--- src/sv/tsse_pkg.sv ---
`default_nettype none
package tsse_pkg;

  localparam int MAXW = 64;

  typedef logic signed [MAXW-1:0] sword_t;
  typedef logic [2:0] cfg_idx_t;

  typedef enum logic [2:0] {
    REG_MU     = 3'd0,
    REG_KAPPA  = 3'd1,
    REG_MASS2  = 3'd2,
    REG_LAMBDA = 3'd3,
    REG_IDX2   = 3'd4,
    REG_I2DX   = 3'd5
  } reg_idx_t;

  function automatic sword_t sat_w(logic signed [MAXW+1:0] v, int unsigned w);
    logic signed [MAXW+1:0] mx;
    logic signed [MAXW+1:0] mn;
    mx = (66'sd1 <<< (w - 1)) - 66'sd1;
    mn = -mx - 66'sd1;
    if (v > mx) return mx[MAXW-1:0];
    if (v < mn) return mn[MAXW-1:0];
    return v[MAXW-1:0];
  endfunction

  function automatic sword_t sadd(sword_t a, sword_t b, int unsigned w);
    return sat_w(66'(a) + 66'(b), w);
  endfunction

  function automatic sword_t ssub(sword_t a, sword_t b, int unsigned w);
    return sat_w(66'(a) - 66'(b), w);
  endfunction

  function automatic sword_t scale32(logic [63:0] v, int unsigned w, int unsigned f);
    logic [64:0] mx;
    mx = (65'd1 << (w - 1)) - 65'd1;
    if (f >= 32) begin
      if (65'(v) > (mx >> (f - 32))) return mx[63:0];
      return v << (f - 32);
    end
    if (65'(v >> (32 - f)) > mx) return mx[63:0];
    return v >> (32 - f);
  endfunction

endpackage
`default_nettype wire

--- src/sv/tsse_merge.sv ---
`default_nettype none
module tsse_merge import tsse_pkg::*; #(
  parameter int W = 48
) (
  input  wire logic signed [W-1:0] kin [3],
  input  wire logic signed [W-1:0] grad [3],
  input  wire logic signed [W-1:0] mass_e [3],
  input  wire logic signed [W-1:0] mom [3],
  input  wire logic signed [W-1:0] v_pot,
  output logic signed [W-1:0]     t00,
  output logic signed [W-1:0]     t11,
  output logic signed [W-1:0]     t01
);

  function automatic logic signed [W-1:0] add_s(logic signed [W-1:0] a,
                                               logic signed [W-1:0] b);
    sword_t r;
    r = sadd(64'(a), 64'(b), W);
    return r[W-1:0];
  endfunction

  function automatic logic signed [W-1:0] sub_s(logic signed [W-1:0] a,
                                               logic signed [W-1:0] b);
    sword_t r;
    r = ssub(64'(a), 64'(b), W);
    return r[W-1:0];
  endfunction

  logic signed [W-1:0] k, g, m, p, kg;

  always_comb begin
    k   = add_s(add_s(kin[0], kin[1]), kin[2]);
    g   = add_s(add_s(grad[0], grad[1]), grad[2]);
    m   = add_s(add_s(mass_e[0], mass_e[1]), mass_e[2]);
    p   = add_s(add_s(mom[0], mom[1]), mom[2]);
    kg  = add_s(k, g);
    t00 = add_s(add_s(kg, m), v_pot);
    t11 = sub_s(sub_s(kg, m), v_pot);
    t01 = sub_s('0, p);
  end

endmodule
`default_nettype wire

--- config.mk ---
export PLATFORM = sky130hd
export DESIGN_NAME = tsse_merge
export DESIGN_NICKNAME = d
export VERILOG_FILES = /design/src/sv/tsse_pkg.sv /design/src/sv/tsse_merge.sv
export SDC_FILE = /design/constraint.sdc
export NUM_CORES = 2
export LEC_CHECK = 0
export BUFFER_PORTS_ARGS = -buffer_cell sky130_fd_sc_hd__buf_4
export CAP_MARGIN = 20
export CORE_ASPECT_RATIO = 0.75
export CORE_MARGIN = 8
export CORE_UTILIZATION = 30
export DETAILED_ROUTE_END_ITERATION = 10
export GPL_ROUTABILITY_DRIVEN = 0
export PLACE_DENSITY = 0.58
export REMOVE_ABC_BUFFERS = 1
export SYNTH_ARGS = -nofsm -noshare
export SYNTH_HDL_FRONTEND = slang
export SYNTH_SLANG_ARGS = --single-unit
--- constraint.sdc ---
create_clock -name vclk -period 43.8
set_clock_uncertainty 0.05 [all_clocks]
set_input_delay 4.38 -clock vclk [all_inputs]
set_output_delay 4.38 -clock vclk [all_outputs]
set_load 0.02 [all_outputs]
# --- Word-level counts from Yosys, hierarchy flattened ---
# Index checks and enable logic that the tools add are counted.
totals:
  word_cells: 140
  inputBits: 624
  register_bits: 0
  out_inout_bits: 144
op_classes:
  order_cmp: 28
  addsub: 14
  n_mux: 98
op_table:
  columns: ["operator", "count"]
  rows:
  - ["$mux 48", 56]
  - ["$gt 49x48->1 const B", 14]
  - ["$lt 49x48->1 const B", 14]
  - ["$add 48x48->49", 11]
  - ["$sub 48x48->49", 2]
  - ["$sub 1x48->49 const A", 1]
  - ["$mux 1", 42]

# --- Logic depth before layout (Yosys ltp) ---
logic_depth:
  depth_word: 30
  depth_mapped: 85
  mapped_depth_nobuf: 77

# --- Worst setup path before layout ---
# No wires, ideal clock.
synth_timing:
  path_kind: "input-to-output"
  start: "input kin[77] (netlist bit)"
  end: "output t00[13]"
  cell_stages: 79
  n_path_buf: 7
  arrival_time_ns: 22.653
  required_time_ns: 39.370
  path_slack_ns: 16.717
  cell_sequence: "ha_1 a21o_1 a21o_1 a21oi_1 o21ai_0 or2_2 or3b_2 a21oi_1 o31ai_1 o41ai_1 or4b_2 a22oi_1 nor2_1 clkbuf_1 nor2_1 ha_1 fa_1 a21o_1 (+43 left out) clkbuf_1 nor2_1 ha_1 fa_1 a21o_1 a21oi_1 o21ai_0 nand3_1 a21oi_1 o2111ai_1 a21oi_1 a2111oi_0 o21ai_0 a2111oi_0 nor3_1 nor2_1 clkbuf_1 o21ai_0"
synth_via:
  elab_chain_cells: 30
synth_lines:
  columns: ["element", "line", "rtl"]
  rows:
  - ["start, declared", "tsse_merge.sv:5", "input wire logic signed [W-1:0] kin [3],"]
  - ["$add 48x48->49 *", "tsse_pkg.sv:29", "return sat_w(66'(a) + 66'(b), w);"]
  - ["$lt 49x48->1", "tsse_pkg.sv:24", "if (v < mn) return mn[MAXW-1:0];"]
  - ["$mux 1 (2 in series)", "tsse_pkg.sv:24", null]
  - ["$mux 48", "tsse_pkg.sv:25", "return v[MAXW-1:0];"]
  - ["$mux 48 *", "tsse_pkg.sv:24", null]
  - ["$add 48x48->49 *", "tsse_pkg.sv:29", null]
  - ["$lt 49x48->1", "tsse_pkg.sv:24", null]
  - ["$mux 1 (2 in series)", "tsse_pkg.sv:24", null]
  - ["(+10 left out)", null, null]
  - ["$mux 1 (2 in series)", "tsse_pkg.sv:24", null]
  - ["$mux 48", "tsse_pkg.sv:25", null]
  - ["$mux 48 *", "tsse_pkg.sv:24", null]
  - ["$add 48x48->49 *", "tsse_pkg.sv:29", null]
  - ["$lt 49x48->1", "tsse_pkg.sv:24", null]
  - ["$mux 1 (2 in series)", "tsse_pkg.sv:24", null]
  - ["$mux 48", "tsse_pkg.sv:25", null]
  - ["$mux 48 *", "tsse_pkg.sv:24", null]
  - ["end, declared", "tsse_merge.sv:10", "output logic signed [W-1:0] t00,"]
# Mark *: on every way between the ends. The rest lies on a longest branch, timed or not. The select of a mux whose other input is x is not followed.

# --- Worst setup path in the final report ---
layout_timing:
  start: "input kin[49] (netlist bit)"
  end: "output t00[46]"
# The elaborated chain is that of the path after synthesis.

==> flow_summary.rst <==
.. list-table::
   :header-rows: 1

   * - Metric
     - Value
   * - Run status
     - complete, no violations
   * - Floorplan Core Area
     - approximately 130000 sq um
   * - Total vias in the final route
     - 46525
   * - Delay of the slowest critical-path stage
     - roughly 1.0 ns
   * - Maximum clock rate
     - 0.0313 GHz
   * - Synthesized-area fraction occupied by adder cells
     - between 20% and 30%
   * - Least-Margin Pin Slew
     - 1.17 ns
   * - Row count
     - 114
   * - Synth Instances
     - about 5700
   * - Post-synthesis xor/xnor area fraction
     - about an eighth
   * - Vias per inst
     - between 5 and 6
   * - Share of cell area taken by muxes after synthesis
     - less than 1%
   * - Required time at the worst-slack endpoint
     - around 39 ns
   * - Setup Viol. Count Final
     - 0
   * - Crit path DAT
     - roughly 28 ns
   * - Layout area overhead
     - 19.3%
   * - Share of the synthesized area in the top cell type
     - between 20 and 25%
   * - Worst setup path category
     - input port to output port
   * - Highest signal layer in the routed design
     - met5
   * - Nature of the critical path endpoint
     - output port
   * - Number of instances on the worst hold path
     - 4
   * - All-layer global routing usage
     - a little under a quarter
   * - Total of hold buffers inserted after clock tree synthesis
     - 0
   * - Wire length on met2
     - 75.8 mm
   * - Initial antenna violation count
     - 31
   * - Mean routed wirelength per cell
     - about 22 um
   * - Die height
     - approximately 330 um
   * - Master of the slowest instance on the critical path
     - a2111oi_0
   * - Total wire length after detailed routing
     - approximately 180 mm
   * - Share of final-layout standard cells stronger than drive strength 1
     - around 15%
   * - # resized after CTS
     - 0
   * - Synth Warn #
     - 0
   * - Number of top-level pins
     - around 770
   * - Dominant combinational cell family by area after synthesis
     - compound AO/OA/AOI/OAI gates
   * - Sum Neg Setup Slack
     - 0 ns
   * - Wire length on met3
     - around 15 mm
   * - Maximum Capacitance Violations
     - 0
   * - Most frequent standard cell in the layout excluding fill and tap cells
     - a21oi_1
   * - Setup repair after global routing missed its margin
     - false
   * - DRC
     - 0
   * - Avg Cell Area, Syn
     - 6.75 sq um
   * - Final Hold Violating Endpoints
     - 0
   * - Element type at the critical path start
     - input port
   * - Post-synth cell types
     - roughly 110
   * - DPL Wire Length
     - about 160 mm
   * - Sequential cell area
     - 0 sq um
   * - Number of global-route vias before repair
     - between 40000 and 50000
   * - Sum of overflow across all layers after global routing
     - 0
   * - Largest net degree at the start of global routing
     - 66
   * - Fraction of the yosys area taken by sequential cells
     - 0%
   * - Floorplan die width
     - 430 um
   * - Drt pass-1 iters
     - 7
   * - Relative slew margins
     - 20.7%
   * - Most frequent cells in the layout
     - a21oi_1, buf_4, ha_1
   * - Synthesized-area fraction occupied by ao, oa, aoi and oai cells
     - 39.6%
   * - Cell type with the largest total area after synthesis
     - ha_1
   * - Max-slew violation count
     - 0
   * - PortBufs
     - roughly 770
   * - Period minus WS final
     - approximately 32 ns
   * - Sum of routed wire segments on met1
     - 80.5 mm
   * - Ranking of synthesized cells by area
     - ha_1, a21oi_1, xnor2_1, a21o_1, o21ai_0
   * - Final net count
     - 7572
   * - Initial Utilization
     - a little under a third
   * - Number of nets with antenna violations after detailed routing
     - 0
   * - Number of setup buffers added after CTS
     - 0
   * - Hold WC Path Type
     - input port to output port
   * - Count of clock buffers in the final design
     - 0
   * - Combined area of all synthesized cells
     - 38500 sq um
   * - Final worst path period share
     - 73.0%
   * - Simple-gate area share of the yosys netlist
     - 19.6%
   * - Critical path peak fanout
     - 44
   * - Die area
     - roughly 140000 sq um
   * - First-pass GRT wire length
     - roughly 260 mm
   * - Flip-flop and latch count
     - 0
   * - Number of DRC markers in iteration 0
     - roughly 4600
   * - Number of filler cells placed in the layout
     - roughly 14000
[synthesized netlist by cell type, types with 66 or more instances]
cell / number
nor2b_1: 88
nand2b_1: 90
o21a_1: 87
o31ai_1: 67
maj3_1: 72
nand4_1: 66
clkbuf_1: 194
nand3_1: 134
o21bai_1: 90
xor2_1: 209
nor2_1: 378
xnor2_1: 348
nor3_1: 104
a21o_1: 370
o21ai_0: 509
nand2_1: 373
inv_1: 229
ha_1: 636
a21oi_1: 871
[cells by family (layout without fill, tap and decap cells)]
| family | count (synthesis) | count (layout) |
|---|---|---|
| AOI/OAI and AO/OA | 2443 | 2443 |
| and+or+nand+nor | 1522 | 1522 |
| adders and majority gates | 721 | 721 |
| xor gates and xnor gates | 557 | 557 |
| buffers and inverters | 456 | 1040 |
| muxes | 14 | 14 |
| other | 0 | 27 |
[cell type report]
cell class | instances | area [sq um] | area share, %
well taps | 1682 | 2100 | 4.58
diodes | 27 | 67.6 | 0.147
multi-input cells | 5257 | 36800 | 80.1
inverters | 230 | 863 | 1.88
repair buffers | 810 | 6100 | 13.3
[critical path: cells and delay by family]
kind                       cells  cell delay, ns
AOI/OAI and AO/OA             48           14.52
and+or+nand+nor               16            4.50
buffers and inverters          8            1.99
adders and majority gates      6            1.91
xor gates and xnor gates       1            0.16
[final timing paths]
path	startpoint	slack [ns]	endpoint
worst min-delay path	v_pot[0]	9.19	t11[0]
worst max-delay path	kin[49]	11.83	t00[46]
[through the flow]
step | utilization [%] | std cells | worst slack [ns] | area, sq um | hold WS, ns
after CTS | 35.8 | 7978 | 12.23 | 45900 | 9.19
final | 35.9 | 8006 | 11.83 | 46000 | 9.19
after detailed placement | 35.8 | 7978 | 12.40 | 45900 | 9.19
after floorplan | - | 5487 | 12.65 | 37600 | 8.95
after global routing | 35.8 | 7999 | 10.21 | 46000 | 9.23
after global placement | 35.8 | 7975 | 12.49 | 45800 | 9.19
[per-layer routing]
layer | track usage, % | up-vias
li1 | - | 22513
met2 | 35.8 | 2055
met1 | 32.7 | 21762
met3 | 3.65 | 191
met5 | 0 | -
met4 | 5.87 | 4
Power is not shown: default switching activity piles up to over one toggle a cycle in this logic, so the estimate is an artifact.
